**src/rtl/core/ntcf_pkg.sv**
```systemverilog
`timescale 1ns / 1ps
// ----------------------------------------------------------------------------
// ntcf_pkg
// Shared types and constants of the numeric token character filter.
// ----------------------------------------------------------------------------
package ntcf_pkg;

    localparam int CP_W    = 21;
    localparam int WIDTH_W = 12;
    localparam int MODE_W  = 3;
    localparam int STAT_W  = 3;
    localparam int LEAD_W  = 2;

    localparam logic [WIDTH_W-1:0] WIDTH_UNSPEC = 12'hFFF;
    localparam logic [WIDTH_W-1:0] COUNT_MAX    = 12'hFFF;

    localparam logic [CP_W-1:0] CP_ZERO  = 21'h30;
    localparam logic [CP_W-1:0] CP_SEVEN = 21'h37;
    localparam logic [CP_W-1:0] CP_NINE  = 21'h39;
    localparam logic [CP_W-1:0] CP_DOT   = 21'h2E;
    localparam logic [CP_W-1:0] CP_PLUS  = 21'h2B;
    localparam logic [CP_W-1:0] CP_MINUS = 21'h2D;
    localparam logic [CP_W-1:0] CP_SPACE = 21'h20;
    localparam logic [CP_W-1:0] CP_TAB   = 21'h09;
    localparam logic [CP_W-1:0] CP_CR    = 21'h0D;
    localparam logic [CP_W-1:0] CP_UP_A  = 21'h41;
    localparam logic [CP_W-1:0] CP_UP_F  = 21'h46;
    localparam logic [CP_W-1:0] CP_LO_A  = 21'h61;
    localparam logic [CP_W-1:0] CP_LO_F  = 21'h66;
    localparam logic [CP_W-1:0] CP_LO_X  = 21'h78;
    localparam logic [CP_W-1:0] CP_LO_P  = 21'h70;
    localparam logic [CP_W-1:0] CP_LO_E  = 21'h65;
    localparam logic [CP_W-1:0] CP_CASE  = 21'h20;

    typedef enum logic [0:0] {
        CMD_OPEN = 1'b0,
        CMD_CHAR = 1'b1
    } command_t;

    typedef enum logic [MODE_W-1:0] {
        MODE_DEC   = 3'd0,
        MODE_OCT   = 3'd1,
        MODE_HEX   = 3'd2,
        MODE_FLOAT = 3'd3,
        MODE_STR   = 3'd4,
        MODE_RAW   = 3'd5
    } mode_t;

    typedef enum logic [STAT_W-1:0] {
        ST_KEPT     = 3'd0,
        ST_DROPPED  = 3'd1,
        ST_END_WS   = 3'd2,
        ST_END_EOI  = 3'd3,
        ST_NO_FIELD = 3'd4,
        ST_OPENED   = 3'd5
    } status_t;

    typedef enum logic [LEAD_W-1:0] {
        LEAD_NONE = 2'd0,
        LEAD_ZERO = 2'd1,
        LEAD_DONE = 2'd2
    } lead_t;

    typedef struct packed {
        logic not_hex;
        logic pre2;
        logic pre1;
        logic exp_sign;
        logic exp;
        logic point;
        logic sign;
    } syntax_flags_t;

    typedef struct packed {
        logic is_space;
        logic is_sign;
        logic is_digit;
        logic is_octal;
        logic is_xdigit;
        logic is_zero;
        logic is_dot;
        logic is_x;
        logic is_p;
        logic is_e;
    } char_class_t;

    typedef struct packed {
        status_t            status;
        logic [CP_W-1:0]    kept_char;
        logic [WIDTH_W-1:0] kept_count;
        logic               field_done;
        logic               success;
    } result_t;

endpackage

```
**src/rtl/core/ntcf_char_class.sv**
```systemverilog
`timescale 1ns / 1ps
// ----------------------------------------------------------------------------
// ntcf_char_class
// Decodes one code point into the character classes used by the filter.
// ----------------------------------------------------------------------------
module ntcf_char_class
    import ntcf_pkg::*;
(
    input  logic [CP_W-1:0] code_point,
    output char_class_t     char_class
);

    always_comb begin
        char_class.is_space  = (code_point == CP_SPACE) ||
                               (code_point >= CP_TAB && code_point <= CP_CR);
        char_class.is_sign   = (code_point == CP_PLUS) || (code_point == CP_MINUS);
        char_class.is_digit  = (code_point >= CP_ZERO) && (code_point <= CP_NINE);
        char_class.is_octal  = (code_point >= CP_ZERO) && (code_point <= CP_SEVEN);
        char_class.is_xdigit = char_class.is_digit ||
                               (code_point >= CP_UP_A && code_point <= CP_UP_F) ||
                               (code_point >= CP_LO_A && code_point <= CP_LO_F);
        char_class.is_zero   = (code_point == CP_ZERO);
        char_class.is_dot    = (code_point == CP_DOT);
        char_class.is_x      = (code_point == CP_LO_X) || (code_point == CP_LO_X - CP_CASE);
        char_class.is_p      = (code_point == CP_LO_P) || (code_point == CP_LO_P - CP_CASE);
        char_class.is_e      = (code_point == CP_LO_E) || (code_point == CP_LO_E - CP_CASE);
    end

endmodule

```
**src/rtl/core/ntcf_scan_core.sv**
```systemverilog
`timescale 1ns / 1ps
// ----------------------------------------------------------------------------
// ntcf_scan_core
// Field state and the per-character accept logic; produces one result per step.
// ----------------------------------------------------------------------------
module ntcf_scan_core
    import ntcf_pkg::*;
#(
    parameter int MAX_FIELD_WIDTH = 4095
)
(
    input  logic               aclk,
    input  logic               aresetn,
    input  logic               step_en,
    input  command_t           command,
    input  logic [MODE_W-1:0]  mode,
    input  logic [WIDTH_W-1:0] width,
    input  logic [CP_W-1:0]    code_point,
    input  logic               end_of_input,
    input  char_class_t        char_class,
    output result_t            result
);

    logic               field_open_reg, field_open_next;
    mode_t              mode_reg, mode_next;
    logic [WIDTH_W-1:0] limit_reg, limit_next;
    logic [WIDTH_W-1:0] kept_reg, kept_next;
    syntax_flags_t      flags_reg, flags_next;
    lead_t              lead_reg, lead_next;
    logic               any_kept_reg, any_kept_next;

    always_comb begin
        logic [WIDTH_W-1:0] width_adj;
        mode_t              mode_adj;
        syntax_flags_t      f;
        logic               accept;
        logic               done;

        field_open_next = field_open_reg;
        mode_next       = mode_reg;
        limit_next      = limit_reg;
        kept_next       = kept_reg;
        flags_next      = flags_reg;
        lead_next       = lead_reg;
        any_kept_next   = any_kept_reg;
        result          = '0;
        f               = flags_reg;
        accept          = 1'b0;
        done            = 1'b0;
        width_adj       = width;
        mode_adj        = MODE_STR;

        if (command == CMD_OPEN) begin
            if (mode <= MODE_RAW) begin
                mode_adj = mode_t'(mode);
            end
            if (mode_adj == MODE_RAW && width == WIDTH_UNSPEC) begin
                width_adj = WIDTH_W'(1);
            end
            if (32'(width_adj) > MAX_FIELD_WIDTH) begin
                width_adj = WIDTH_W'(MAX_FIELD_WIDTH);
            end
            mode_next         = mode_adj;
            limit_next        = width_adj;
            kept_next         = '0;
            flags_next        = '0;
            lead_next         = LEAD_NONE;
            any_kept_next     = 1'b0;
            field_open_next   = (width_adj != '0);
            result.status     = ST_OPENED;
            result.field_done = (width_adj == '0);
        end else if (!field_open_reg) begin
            result.status = ST_NO_FIELD;
        end else if (end_of_input) begin
            result.status     = ST_END_EOI;
            done              = 1'b1;
            result.kept_count = kept_reg;
            result.success    = any_kept_reg;
        end else if (mode_reg != MODE_RAW && char_class.is_space) begin
            result.status     = ST_END_WS;
            done              = 1'b1;
            result.kept_count = kept_reg;
            result.success    = any_kept_reg;
        end else begin
            unique case (mode_reg)
                MODE_DEC, MODE_OCT: begin
                    if (char_class.is_sign) begin
                        accept = !f.sign;
                        f.sign = 1'b1;
                    end else begin
                        accept = (mode_reg == MODE_DEC) ? char_class.is_digit
                                                        : char_class.is_octal;
                    end
                end
                MODE_HEX: begin
                    if (char_class.is_sign) begin
                        accept = !f.sign;
                        f.sign = 1'b1;
                    end else if (!f.pre1) begin
                        accept = char_class.is_zero;
                        f.pre1 = char_class.is_zero;
                    end else if (!f.pre2) begin
                        accept = char_class.is_x;
                        f.pre2 = char_class.is_x;
                    end else begin
                        accept = char_class.is_xdigit;
                    end
                end
                MODE_FLOAT: begin
                    if (!char_class.is_sign) begin
                        if (lead_reg == LEAD_NONE) begin
                            if (!char_class.is_zero) begin
                                f.not_hex = 1'b1;
                                lead_next = LEAD_DONE;
                            end else begin
                                lead_next = LEAD_ZERO;
                            end
                        end else if (lead_reg == LEAD_ZERO) begin
                            if (!char_class.is_x) begin
                                f.not_hex = 1'b1;
                            end
                            lead_next = LEAD_DONE;
                        end
                    end
                    if (char_class.is_sign) begin
                        if (f.exp) begin
                            accept     = !f.exp_sign;
                            f.exp_sign = 1'b1;
                        end else begin
                            accept = !f.sign;
                        end
                        f.sign = 1'b1;
                    end else if (!f.not_hex && !f.pre1) begin
                        accept = char_class.is_zero;
                        f.pre1 = char_class.is_zero;
                    end else if (!f.not_hex && !f.pre2) begin
                        accept = char_class.is_x;
                        f.pre2 = char_class.is_x;
                    end else if (char_class.is_dot) begin
                        accept  = !f.point;
                        f.point = 1'b1;
                    end else if (f.not_hex ? char_class.is_e : char_class.is_p) begin
                        accept = !f.exp;
                        f.exp  = 1'b1;
                    end else begin
                        accept = f.not_hex ? char_class.is_digit : char_class.is_xdigit;
                    end
                end
                default: begin
                    accept = 1'b1;
                end
            endcase
            flags_next = f;
            if (accept) begin
                if (kept_reg != COUNT_MAX) begin
                    kept_next = kept_reg + WIDTH_W'(1);
                end
                any_kept_next    = 1'b1;
                done             = (kept_next >= limit_reg);
                result.status    = ST_KEPT;
                result.kept_char = code_point;
            end else begin
                result.status = ST_DROPPED;
            end
            result.kept_count = kept_next;
            result.success    = any_kept_next;
        end

        if (done) begin
            field_open_next   = 1'b0;
            result.field_done = 1'b1;
        end
    end

    always_ff @(posedge aclk) begin
        if (!aresetn) begin
            field_open_reg <= 1'b0;
            mode_reg       <= MODE_DEC;
            limit_reg      <= '0;
            kept_reg       <= '0;
            flags_reg      <= '0;
            lead_reg       <= LEAD_NONE;
            any_kept_reg   <= 1'b0;
        end else if (step_en) begin
            field_open_reg <= field_open_next;
            mode_reg       <= mode_next;
            limit_reg      <= limit_next;
            kept_reg       <= kept_next;
            flags_reg      <= flags_next;
            lead_reg       <= lead_next;
            any_kept_reg   <= any_kept_next;
        end
    end

    assert property (@(posedge aclk) disable iff (!aresetn)
        field_open_reg |-> (limit_reg != '0) && (kept_reg < limit_reg))
        else $error("open field has reached its limit");

    assert property (@(posedge aclk) disable iff (!aresetn)
        (step_en && command == CMD_OPEN) |=> (kept_reg == '0) && !any_kept_reg)
        else $error("open did not clear the field count");

    assert property (@(posedge aclk) disable iff (!aresetn)
        (any_kept_reg == 1'b0) |-> (kept_reg == '0))
        else $error("kept count without a kept character");

endmodule

```
**src/rtl/core/numeric_token_char_filter.sv**
```systemverilog
`timescale 1ns / 1ps
// ----------------------------------------------------------------------------
// numeric_token_char_filter
// Scanf-style token scanner that filters characters into a numeric field.
// ----------------------------------------------------------------------------
// The input stream carries one command per transfer. tuser selects opening a
// field (0, with mode and width in tdata) or presenting a character (1, with
// code_point in tdata, or end of input flagged on tlast). Every input transfer
// yields exactly one result transfer: the status on m_tuser, the kept
// character, kept count and success flag on m_tdata, and field_done on
// m_tlast.
// An input transfer is first captured in the input register. The filter logic
// and the field state update then load the result register, from which the
// result transfer is offered. Throughput is one transfer per cycle while the
// receiver does not stall.
// When the receiver stalls, the result register holds its transfer and the
// input register fills; s_tready then drops until the result is taken.
// Reset clears the valid flags of both registers and the field state, so no field is open.
// ----------------------------------------------------------------------------
module numeric_token_char_filter
    import ntcf_pkg::*;
#(
    parameter int MAX_FIELD_WIDTH = 4095
)
(
    input  logic        aclk,
    input  logic        aresetn,
    input  logic        s_tvalid,
    output logic        s_tready,
    input  logic [39:0] s_tdata,   // mode[2:0], width[14:3], code_point[35:15], zero fill
    input  logic [0:0]  s_tuser,   // command[0]
    input  logic        s_tlast,   // end_of_input
    output logic        m_tvalid,
    input  logic        m_tready,
    output logic [39:0] m_tdata,   // kept_char[20:0], kept_count[32:21], success[33], zero fill
    output logic [2:0]  m_tuser,   // status[2:0]
    output logic        m_tlast    // field_done
);

    logic               in_valid_reg;
    command_t           in_cmd_reg;
    logic [MODE_W-1:0]  in_mode_reg;
    logic [WIDTH_W-1:0] in_width_reg;
    logic [CP_W-1:0]    in_cp_reg;
    logic               in_eoi_reg;
    logic               out_valid_reg;
    result_t            out_reg;
    logic               advance;
    logic               step_en;
    char_class_t        char_class;
    result_t            result;

    assign advance  = !out_valid_reg || m_tready;
    assign step_en  = in_valid_reg && advance;
    assign s_tready = !in_valid_reg || advance;

    always_ff @(posedge aclk) begin
        if (!aresetn) begin
            in_valid_reg <= 1'b0;
        end else if (s_tready) begin
            in_valid_reg <= s_tvalid;
        end
        if (s_tready && s_tvalid) begin
            in_cmd_reg   <= command_t'(s_tuser[0]);
            in_mode_reg  <= s_tdata[2:0];
            in_width_reg <= s_tdata[14:3];
            in_cp_reg    <= s_tdata[35:15];
            in_eoi_reg   <= s_tlast;
        end
    end

    ntcf_char_class u_char_class (
        .code_point (in_cp_reg),
        .char_class (char_class)
    );

    ntcf_scan_core #(
        .MAX_FIELD_WIDTH (MAX_FIELD_WIDTH)
    ) u_scan_core (
        .aclk         (aclk),
        .aresetn      (aresetn),
        .step_en      (step_en),
        .command      (in_cmd_reg),
        .mode         (in_mode_reg),
        .width        (in_width_reg),
        .code_point   (in_cp_reg),
        .end_of_input (in_eoi_reg),
        .char_class   (char_class),
        .result       (result)
    );

    always_ff @(posedge aclk) begin
        if (!aresetn) begin
            out_valid_reg <= 1'b0;
        end else if (advance) begin
            out_valid_reg <= in_valid_reg;
        end
        if (step_en) begin
            out_reg <= result;
        end
    end

    assign m_tvalid = out_valid_reg;
    assign m_tuser  = out_reg.status;
    assign m_tlast  = out_reg.field_done;
    assign m_tdata  = {6'd0, out_reg.success, out_reg.kept_count, out_reg.kept_char};

    assert property (@(posedge aclk) disable iff (!aresetn)
        step_en |=> out_valid_reg)
        else $error("step taken without a result");

    assert property (@(posedge aclk) disable iff (!aresetn)
        (out_valid_reg && out_reg.status == ST_KEPT) |->
            out_reg.success && (out_reg.kept_count != '0))
        else $error("kept result without success or count");

    assert property (@(posedge aclk) disable iff (!aresetn)
        (out_valid_reg && (out_reg.status == ST_NO_FIELD || out_reg.status == ST_OPENED)) |->
            (out_reg.kept_count == '0) && !out_reg.success && (out_reg.kept_char == '0))
        else $error("open or no-field result carries data");

endmodule

```
**config.mk**
```make
export PLATFORM = sky130hd
export DESIGN_NAME = numeric_token_char_filter
export DESIGN_NICKNAME = d
export VERILOG_FILES = /design/src/rtl/core/ntcf_pkg.sv /design/src/rtl/core/ntcf_char_class.sv /design/src/rtl/core/ntcf_scan_core.sv /design/src/rtl/core/numeric_token_char_filter.sv
export SDC_FILE = /design/constraint.sdc
export NUM_CORES = 1
export LEC_CHECK = 0
export ABC_CLOCK_PERIOD_IN_PS = 3450
export BUFFER_PORTS_ARGS = -buffer_cell sky130_fd_sc_hd__buf_2
export CAP_MARGIN = 0
export CORE_MARGIN = 2
export CORE_UTILIZATION = 56
export DETAILED_ROUTE_END_ITERATION = 8
export GPL_TIMING_DRIVEN = 1
export PLACE_DENSITY = 0.8
export SKIP_LAST_GASP = 1
export SLEW_MARGIN = 10
export SYNTH_ARGS = -nofsm -noshare
export SYNTH_HDL_FRONTEND = slang
export SYNTH_SLANG_ARGS = --single-unit
```
**constraint.sdc**
```tcl
create_clock -name aclk -period 3.45 [get_ports aclk]
set_input_delay 0.69 -clock aclk [delete_from_list [all_inputs] [get_ports aclk]]
set_output_delay 0.69 -clock aclk [all_outputs]
set_load 0.01 [all_outputs]
```
==> impl.org, run 1 <==
** Synthesis
- For this run, the leading register cell type out of synthesis is sky130_fd_sc_hd__edfxtp_1.
- The average instance in the mapped netlist occupies 10.9 sq um.
- Synthesis handed over a netlist of 497 instances.
- The Yosys step of the flow raised 0 warnings.
- Share of async-settable or async-resettable flops after synthesis :: 0%
- Post-synthesis cell area :: 5410 sq um
- After synthesis the netlist holds a flip-flop and latch count of 116.
- Sequential cells were found to cover 57.0% of the synthesized design area.
- Yosys mapped a number of flops with a built-in enable equal to 76.
- In this run, distinct cell masters in the synthesized netlist total 61.

** Global route
- The number of global-route vias before repair came to 3868.
- Global-route wire length before repair :: 18000 um
- The total overflow left after global routing is 0.
- Largest net degree at the start of global routing :: 41
- Global routing used 22.6% of the available tracks.
- Initial antenna violation count :: 0

** Floorplanning
- Die span in y :: 102 um
- Initial core utilization :: 58.0%
- Area of the core :: 9330 sq um
- Chip width :: 102 um
- Row generation in the floorplan step produced 35 rows.
- Area of the die :: 10500 sq um
- 92 I/O pins were placed.

** Timing
- Summed over all failing endpoints, the final setup total negative slack is 0 ps.
- Final Cycle Share :: 97.4%
- Relative slew margins :: 36.6%
- Setup violations remaining at the end of the flow were counted as 0.
- Max Slew Vio Count :: 0
- Slew at the pin closest to its max-slew limit :: 941 ps
- The clock period could shrink to 3360 ps.
- The final-report hold violation count came to 0.
- Setup repair after global routing could not meet its margin everywhere.
- Across the routed clock network, the largest skew measured is 7.02 ps.
- For this run, the top clock speed supported by timing is 0.298 GHz.

** Layout
- Number of antenna cells inserted :: 0
- Flip-flop count of the largest register after layout :: 34
- Fraction of final layout cells sized beyond drive strength 1 :: 24.0%
- Fill cells :: 653
- After the last flow step, the layout net total stands at 642.
- Signed area change from the synthesized netlist to the final layout :: 21.1%
- Utilization after layout :: 70.3%

** Placement
- Port buffer count :: 81
- Detailed placement ended at an HPWL of 7370 um.
- Routability-driven placement finished with a final weighted congestion of 0.949.

** Clock network
- TritonCTS built the clock tree.
- In this run the clock root is driven by a sky130_fd_sc_hd__clkbuf_8.
- CTS saw 116 sinks.
- In this run the post-CTS setup repair buffer count came out at 0.
- The clock reaches the later pin of the worst-skew pair after 520 ps.
- Clock buffers created by TritonCTS :: 17
- Clock-pin transition on the worst setup and hold timing paths :: 60 ps
- Clock buffer depth :: 2
- The H-tree generated during clock tree synthesis spans 4 levels.

** Routing
- For this block, the initial DRC count from the detailed router was 285.
- Total vias in the final route :: 4068
- For this run, design rule violations remaining after detail routing come to 0.
- For this run, the detailed router's first-pass iteration total came to 5.
- Average wire length per cell after detail routing :: 15.3 um
- Final wirelength :: 11100 um
- Once detail routing completed, the nets flagged for antenna violations numbered 0.
- Detail-routed via count per cell :: 5.61

** Worst setup path
- Among all stages on the critical path, the largest delay is contributed by sky130_fd_sc_hd__o31a_1.
- Ordered list of cells on the worst path :: nor4_1 -> and4_2 -> nand2_1 -> a31o_2 -> or3_1 -> a32o_2 -> o31a_1 -> a21o_1 -> a22o_1
- Required arrival time at the worst endpoint :: 3860 ps
- Of all nets on the critical path, the largest fanout is 15.
- Count of buffer and inverter cells on the critical path :: 0
- In this design, the largest share of critical-path delay is due to compound AO/OA/AOI/OAI gates.
- Delay of the slowest cell on the worst path :: 450 ps
- In this run the number of cells on the critical path is 9.
- The critical path in this run is classified as reg -> reg.
- Signal arrival time at the worst endpoint :: 3770 ps
- The worst setup path is captured at a flip-flop.
- Element type at the critical path start :: flip-flop
- Counting cells, the worst reg-to-reg path comes to 9.

** Pwr
- In this run the static leakage power is 2.48 nW.
- Power per standard cell area :: 541 nW/um^2
- Across the VDD grid, the largest voltage drop is 0.000455 V.

** Job
- Number of maximum-capacitance constraint violations :: 0

** Worst hold path
- In this run the worst hold path is classified as in -> reg.
- Along the worst hold path, the cell count comes to 1.

** Status
- Outcome :: completed
==> layer usage <==
| layer | wire (um) | share of wire (%) | GRT usage, % |
|---|---|---|---|
| met1 | 4970 | 45 | 29.4 |
| met2 | 5230 | 47 | 35.9 |
| met3 | 653 | 5.9 | 6.16 |
| met4 | 213 | 1.9 | 9.44 |
| met5 | 0 | 0 | 0 |
==> cell type report <==
cell class              count  area (sq um)  area share, %
clock buffers              17           414           6.32
clock inverters            15           205           3.13
inverters                  17          63.8          0.974
multi-input cells         336          2120           32.3
flip-flops and latches    116          3080           47.0
well taps                 129           161           2.46
repair buffers             95           510           7.79
==> worst paths after layout <==
check / startpoint / end / slack [ps]
hold reg to reg: u_scan_core.flags_reg[3] / u_scan_core.flags_reg[3] / 480
setup reg to reg: in_cp_reg[20] / u_scan_core.kept_reg[5] / 90
hold / removal: s_tdata[9] / in_width_reg[6] / 340
setup / recovery: in_cp_reg[20] / u_scan_core.kept_reg[5] / 90
==> worst reg2reg max path, delay by kind of cell (launching register included) <==
family           cells  cell delay, ps
AO/OA/AOI/OAI        5            1570
flip-flops           1             390
AND/OR/NAND/NOR      4            1300
==> power breakdown <==
part | total [mW] | switching [mW] | internal [mW]
logic | 0.162 | 0.0956 | 0.0661
registers | 1.58 | 0.0375 | 1.54
clock network | 1.81 | 0.631 | 1.18
==> what timing repair did <==
item | in CTS | in global routing
gates resized for setup | 0 | 3
hold buffers | 0 | 0
setup endpoints to repair | 0 | 12
==> kinds of logic after synthesis <==
logic type                 synth area share, %
xor gates and xnor gates                  1.94
other                                   0.0693
and+or+nand+nor                           20.0
DFF                                       57.0
AOI/OAI and AO/OA                         12.5
buffers and inverters                     4.49
adders and majority gates                 3.01
muxes                                     1.02
==> layout by cell type, fill, tap and decap left out, types with 8 or more instances in the layout <==
cell type                    n
sky130_fd_sc_hd__a21o_1     10
sky130_fd_sc_hd__a21oi_1    18
sky130_fd_sc_hd__a22o_1     10
sky130_fd_sc_hd__and2_1     24
sky130_fd_sc_hd__buf_2      81
sky130_fd_sc_hd__buf_4      14
sky130_fd_sc_hd__clkbuf_16  16
sky130_fd_sc_hd__dfxtp_1    40
sky130_fd_sc_hd__edfxtp_1   76
sky130_fd_sc_hd__ha_1       13
sky130_fd_sc_hd__inv_1      17
sky130_fd_sc_hd__nand2_1    42
sky130_fd_sc_hd__nand3_1    15
sky130_fd_sc_hd__nor2_1     39
sky130_fd_sc_hd__nor2b_1    11
sky130_fd_sc_hd__nor3_1     11
sky130_fd_sc_hd__nor4_1      8
sky130_fd_sc_hd__o21ai_0    30
sky130_fd_sc_hd__xnor2_1    11
==> per-stage QoR <==
stage | hold WS (ps) | power, mW | cell area [sq um] | setup WS (ps) | cells
2_1_floorplan | 437 | 1.70 | 5430 | 409 | 502
3_3_place_gp | 455 | 1.75 | 5920 | 196 | 693
3_5_place_dp | 467 | 1.76 | 5920 | 104 | 693
4_1_cts | 323 | 3.56 | 6540 | 67.3 | 725
5_1_grt | 326 | 3.65 | 6550 | -37.0 | 725
6_report | 343 | 3.55 | 6550 | 90.2 | 725
==> synthesized netlist by cell type, types with 7 or more instances <==
| library cell | instances | share of area (%) |
|---|---|---|
| sky130_fd_sc_hd__nand2_1 | 42 | 2.9 |
| sky130_fd_sc_hd__nor3_1 | 11 | 1.0 |
| sky130_fd_sc_hd__and2_1 | 24 | 2.8 |
| sky130_fd_sc_hd__a21oi_1 | 18 | 1.7 |
| sky130_fd_sc_hd__nor2_1 | 39 | 2.7 |
| sky130_fd_sc_hd__clkbuf_1 | 18 | 1.2 |
| sky130_fd_sc_hd__a21o_1 | 10 | 1.4 |
| sky130_fd_sc_hd__a31oi_1 | 7 | 0.81 |
| sky130_fd_sc_hd__dfxtp_1 | 40 | 15 |
| sky130_fd_sc_hd__o21ai_0 | 30 | 2.8 |
| sky130_fd_sc_hd__nor2b_1 | 11 | 1.3 |
| sky130_fd_sc_hd__edfxtp_1 | 76 | 42 |
| sky130_fd_sc_hd__nand4_1 | 7 | 0.81 |
| sky130_fd_sc_hd__nor4_1 | 9 | 1.0 |
| sky130_fd_sc_hd__xnor2_1 | 11 | 1.8 |
| sky130_fd_sc_hd__a22o_1 | 10 | 1.6 |
| sky130_fd_sc_hd__ha_1 | 13 | 3.0 |
| sky130_fd_sc_hd__nand3_1 | 16 | 1.5 |
| sky130_fd_sc_hd__inv_1 | 17 | 1.2 |
| sky130_fd_sc_hd__buf_4 | 7 | 0.97 |
(Power assumes the default switching activity.)
==> inputs of run 2 (changes only) <==
ABC_CLOCK_PERIOD_IN_PS = 3500   (was 3450)
clock period = 3.5 ns   (was 3.45 ns; I/O delays follow)
==> run 2 against run 1 <==
Register-to-register slack better by 40 ps. Die area stayed put. Critical path depth rose by 5. Sequential share of layout area up 0.27 points. Sequential cell count stayed put. Design area is 0.57% lower. Global-route usage is 0.27 points lower. Highest routed layer unchanged. Via count did not move. Combinational power hardly changed. Setup slack improved by 37 ps. Non-clock buffer count shrank 2.
==> impl.org, run 2 (synthesized netlist as in run 1, its figures left out) <==
** Layout
- The finished layout holds 723 standard cells, fillers aside.
- The area growth from synthesis to layout is 20.4%.
- Commonest cells after routing, fill and taps aside :: 81 x sky130_fd_sc_hd__buf_2, 76 x sky130_fd_sc_hd__edfxtp_1, 42 x sky130_fd_sc_hd__nand2_1
- The number of antenna diodes in the final layout is 0.
- Cells with a size suffix above 1 make up 23.7% of the layout.
- Flip-flop count of the largest register after layout :: 34
- Most frequent standard cell in the layout excluding fill and tap cells :: sky130_fd_sc_hd__buf_2
- The filler cells instantiated in the layout total 666.
- Nets@finish :: 640

** Timing
- The final-report hold violation count came to 0.
- Timing would allow up to 0.296 GHz.
- Final hold analysis gives a worst-case slack of 354 ps.
- Worst setup margin :: 127 ps
- Measured against its own limit, the worst slew margin works out to 34.8%.
- The final max-slew violation count is 0.
- Worst clock skew :: 7.99 ps
- Slew at the pin closest to its max-slew limit :: 968 ps
- Setup violations remaining at the end of the flow were counted as 0.
- After layout, the worst path uses 96.4% of the clock period.
- Setup repair after global routing could not meet its margin everywhere.
- Minimum clock period :: 3370 ps

** Global route
- Via count of the first global-routing pass :: 3851
- Initial antenna violation count :: 0
- Global-route wire length before repair :: 18000 um
- Entering global routing, the biggest net connects 41 pins.
- Global routing used 22.3% of the available tracks across all layers.
- After global routing the overflow that remains totals 0.

** Worst setup path
- In this run the critical register-to-register path is launched from u_scan_core.kept_reg[1].
- In this run the number of cells on the critical path is 14.
- Walking the worst path, the cells encountered are ha_1 -> nand3_1 -> nor2_2 -> nand3_1 -> and4_1 -> nor2b_1 -> or2_2 -> ha_1 -> a21o_1 -> a21o_1 -> a21oi_1 -> nor4_2 -> nor2_1 -> o22ai_1.
- Delay-heaviest family, CP :: simple AND/OR/NAND/NOR gates
- The worst setup path is captured at a flip-flop.
- Worst r2r path cells :: 14
- Max stage delay cell, worst path :: sky130_fd_sc_hd__dfxtp_1
- Critical path start-end classification :: reg -> reg
- STA puts the critical path data required time at 3740 ps.
- Biggest fanout along the worst timing path :: 6
- The endpoint identified for the worst register-to-register timing path is m_tlast.
- Element type at the critical path start :: flip-flop
- Signal arrival time at the worst endpoint :: 3610 ps
- Delay of the slowest cell on the worst path :: 410 ps
- Count of buffer and inverter cells on the critical path :: 0
- Minimum setup slack among reg-to-reg paths :: 130 ps

** Clock network
- Max H-tree Level :: 4
- Counting the buffers created by CTS gives 17.
- TritonCTS built the clock tree.
- The clock net in this run drives a total of 116 sinks.
- After clock tree synthesis, the clock-pin slew on the worst setup and hold paths is 60 ps.
- Clock root buffer :: sky130_fd_sc_hd__clkbuf_8
- Clock buffer depth :: 2
- Post-CTS repair timing setup buffer count :: 0
- The clock reaches the later pin of the worst-skew pair after 520 ps.

** Routing
- Average wire length per cell after detail routing :: 15.0 um
- The first detailed-routing pass ran for 5 iterations.
- For this block, the via count after detailed routing is 4068.
- The first routing iteration left 228 violations.
- Detail-routed via count per cell :: 5.63
- For this run, design rule violations remaining after detail routing come to 0.
- Final wirelength :: 10800 um
- The detail route stage leaves a number of antenna-violating nets equal to 0.

** Worst hold path
- Critical hold path startpoint :: s_tdata[4]
- The path with the worst hold slack has its endpoint at in_width_reg[1].
- Hold Path Stages :: 1
- Min-Delay Path Class :: in -> reg

** Floorplanning
- Initial core utilization :: 58.0%
- Measured along the y axis, the die boundary spans 102 um.
- Total I/O pin count :: 92
- Area of the die :: 10500 sq um
- Area of the core :: 9330 sq um
- After floorplanning, the core was divided into 35 placement rows.
- Measured along the x axis, the die boundary spans 102 um.

** Job
- Across the run, the number of max-cap violations was 0.

** Placement
- Counting tap cells, the placed design contains a total of 691 instances.
- Worst setup slack before clock tree synthesis :: 141 ps
- The congestion estimate from routability-driven global placement came to 0.919.
- The count of buffers added on input and output ports is 81.
- The HPWL after detailed placement is 7270 um.

** Pwr
- Overall power of the completed layout :: 3.43 mW
- Maximum vdd ir drop :: 0.000350 V
- For this design the static power due to leakage is 2.46 nW.
- Power per standard cell area :: 526 nW/um^2

** Status
- Outcome :: completed
run 2: what timing repair did:
item / 4_1_cts / 5_1_grt
resized for setup: 0 / 3
setup endpoints to repair: 0 / 13
hold buffers: 0 / 0
run 2: worst max-delay path by stage:
| stage | startpoint | endpoint | slack, ps |
|---|---|---|---|
| after floorplan | u_scan_core.kept_reg[1] | m_tlast | 460 |
| after global placement | in_cp_reg[14] | u_scan_core.kept_reg[5] | 230 |
| after detailed placement | u_scan_core.kept_reg[1] | m_tlast | 140 |
| after CTS | u_scan_core.kept_reg[1] | m_tlast | 110 |
| after global routing | u_scan_core.kept_reg[1] | m_tlast | -60 |
| final | u_scan_core.kept_reg[1] | m_tlast | 130 |
run 2: power breakdown:
group	total [mW]	internal, mW	switching, mW
Combinational	0.160	0.0648	0.0948
Sequential	1.55	1.52	0.0363
Clock	1.71	1.09	0.626
run 2: through the flow:
stage / instance area [sq um] / setup TNS [ps] / utilization (%)
global route: 6520 / -63.1 / 69.9
global placement: 5910 / 0 / 63.3
floorplan: 5430 / 0 / -
finish: 6520 / 0 / 69.9
CTS: 6500 / 0 / 69.7
detailed placement: 5910 / 0 / 63.3
run 2: area by class of cell:
cell class	count	area, sq um	share of cell area, %
clock buffer	17	414	6.36
clock inverter	15	180	2.76
timing repair buffer	93	495	7.60
sequential	116	3080	47.3
tap	129	161	2.48
multi-input combinational	336	2120	32.5
inverter	17	63.8	0.979
run 2: routing by layer:
layer  vias to the layer above  share of wire [%]  track usage (%)
met4                         0                2.5             10.1
met2                       146                 48             35.4
met3                        29                6.0             5.68
li1                       1978                  -                -
met5                         -                  0                0
met1                      1915                 44             29.1
==> inputs of run 3 (changes only) <==
ABC_CLOCK_PERIOD_IN_PS = 3900   (was 3500)
CORE_UTILIZATION = 60   (was 56)
PLACE_DENSITY = 0.84   (was 0.8)
clock period = 3.9 ns   (was 3.5 ns; I/O delays follow)
==> run 3 against run 2 <==
Clock power shrank 18%. Wire length grew 1.5%. Critical path depth shrank 5. Setup slack gained 150 ps. Largest cell class unchanged. Critical path type unchanged. Utilization grew 3.5 points. Non-clock buffer count shrank 4. Sequential power shrank 10%. Register-to-register slack gained 150 ps.
==> impl.org, run 3 (synthesized netlist as in run 1, its figures left out) <==
** Status
- Outcome :: completed

** Clock network
- Post-CTS repair timing setup buffer count :: 0
- Clock-pin transition on the worst setup and hold timing paths :: 60 ps
- Clock tree synthesis found a total of 116 sinks.
- Worst-skew pair later-pin latency :: 510 ps
- Max H-tree Level :: 4
- Number of gates resized after CTS :: 0
- No sink is reached through more buffers than the 2 on the longest clock path.
- Post-CTS Hold Buffers :: 0
- CTS placed an instance of sky130_fd_sc_hd__clkbuf_8 at the clock tree root.
- TritonCTS built the clock tree.
- Buffers inserted during clock tree synthesis total 17.

** Timing
- The final max-slew violation count was 0.
- Headroom to the max-slew limit came out at 34.4%.
- The tightest hold path in the finished design has a slack of 437 ps.
- Worst clock skew :: 7.61 ps
- After routing, the total negative slack on setup checks comes to 0 ps.
- Final Hold Vio Count :: 0
- Setup repair after global routing missed its margin :: false
- Final Cycle Share :: 92.8%
- Minimum clock period :: 3620 ps
- Slew at the pin closest to its max-slew limit :: 973 ps
- Maximum operating frequency :: 0.276 GHz
- Setup violations remaining at the end of the flow were counted as 0.

** Worst setup path
- Ordered list of cells on the worst path :: nor4_1 -> and4_1 -> nand2_1 -> a31o_2 -> or3_1 -> a32o_2 -> o31a_1 -> a21o_1 -> a22o_1
- Max stage delay cell, worst path :: sky130_fd_sc_hd__and4_1
- Required arrival time at the worst endpoint :: 4300 ps
- The critical path in this run is classified as reg -> reg.
- Critical path depth in cells :: 9
- STA classifies the critical path endpoint as a flip-flop.
- For this run, the slowest stage of the critical path takes 530 ps.
- The worst register-to-register path has a setup slack of 280 ps.
- Biggest fanout along the worst timing path :: 15
- The worst register-to-register path has a depth of 9.
- The worst setup path is launched from a flip-flop.
- At the worst endpoint, the arrival time is 4020 ps.
- Delay-heaviest family, CP :: compound AO/OA/AOI/OAI gates
- Count of buffer and inverter cells on the critical path :: 0

** Job
- Number of maximum-capacitance constraint violations :: 0

** Pwr
- In this run switching power makes up 22.4% of total power.
- The internal power of the cells totals 2.27 mW.
- Portion of total power attributed to the clock network :: 47.6%
- Of the total power, registers draw 47.6%.
- Combinational logic is responsible for 4.7% of the overall power.
- For this design the ratio of total power to cell area is 458 nW/um^2.
- Maximum vdd ir drop :: 0.000379 V
- Leakage power :: 2.40 nW
- Sw Pwr :: 0.657 mW

** Routing
- Detailed-route DRC error count :: 0
- For this block, the initial DRC count from the detailed router was 318.
- Final wirelength :: 11000 um
- Detail-routed via count per cell :: 5.77
- After detailed routing, the average wire length per cell comes to 15.7 um.
- Number of iterations in the first detailed-routing pass :: 5
- Number of nets still failing antenna checks after routing :: 0
- Total vias in the final route :: 4028

** Layout
- After filler insertion, the fill cell instance count of the layout stands at 576.
- Leaving out fill and tap cells, the most frequent cell in the layout is sky130_fd_sc_hd__buf_2.
- Number of antenna cells inserted :: 0
- The final layout contains 636 nets.
- The top cell types in the final layout, fill and taps aside, are 81 x sky130_fd_sc_hd__buf_2, 76 x sky130_fd_sc_hd__edfxtp_1, 42 x sky130_fd_sc_hd__nand2_1.
- The multi-input combinational cells in the finished layout cover a total of 2100 sq um.
- Reg area :: 3080 sq um
- From synthesis to final layout, the design area changed by 18.2%.
- In the final layout, the share of cells above drive strength 1 is 22.5%.
- The register with the most flip-flops in the layout has 34 of them.

** Floorplanning
- During I/O placement, the number of pins put on the boundary was 92.
- The die is 99.0 um wide.
- Area of the die :: 9790 sq um
- Once the floorplan was initialized, standard cells occupied 62.0% of the core.
- The floorplan has 34 rows.
- Area of the core :: 8720 sq um
- Die span in y :: 99.0 um

** Global route
- The initial antenna violation count came to 0.
- The first global-routing pass estimated 18200 um of wire.
- After global routing the overflow that remains totals 0.
- In the global route stage, overall resource usage came out at 23.3%.
- Entering global routing, the biggest net connects 41 pins.
- The number of global-route vias before repair was 3905.

** Placement
- Routability cong. :: 0.922
- During placement, the flow inserted port buffers numbering 81.
- HPWL after DPL :: 7260 um

** Worst hold path
- The tightest min-delay check is of the in -> reg type.
- Along the worst hold path, the cell count comes to 1.
==> run 3: per-layer routing <==
metal	GRT usage, %	up-vias	routed length, um
li1	-	1966	-
met1	29.8	1877	4730
met5	0	-	0
met4	9.59	0	196
met3	5.25	22	681
met2	38.4	163	5370
==> run 3: path summary, 6_finish.rpt <==
check / startpoint / to
setup reg to reg: in_cp_reg[14] / u_scan_core.kept_reg[5]
hold / removal: s_tdata[28] / in_cp_reg[13]
setup / recovery: in_cp_reg[14] / u_scan_core.kept_reg[5]
hold reg to reg: u_scan_core.limit_reg[0] / u_scan_core.limit_reg[0]
==> run 3: power groups by stage <==
stage	clock [mW]	sequential [mW]	combinational, mW
floorplan	0	1.41	0.0890
global placement	0	1.42	0.133
detailed placement	0	1.42	0.138
CTS	1.41	1.39	0.139
global route	1.47	1.40	0.154
finish	1.40	1.39	0.139
==> run 3: cell type report <==
class                           count  share of cell area, %
Tap cell                          108                   2.11
Clock buffer                       19                   6.75
Inverter                           17                  0.998
Multi-Input combinational cell    336                   32.9
Sequential cell                   116                   48.2
Timing Repair Buffer               89                   7.28
Clock inverter                     13                   1.74
==> run 3: per-stage QoR <==
step / power, mW / setup slack, ps / util [%] / std cells / instance area, sq um
detailed placement: 1.56 / 375 / 67.1 / 666 / 5850
global route: 3.02 / 79.7 / 73.3 / 698 / 6390
CTS: 2.95 / 356 / 73.3 / 698 / 6390
floorplan: 1.50 / 859 / - / 502 / 5430
global placement: 1.55 / 473 / 67.1 / 666 / 5850
finish: 2.93 / 279 / 73.3 / 698 / 6390
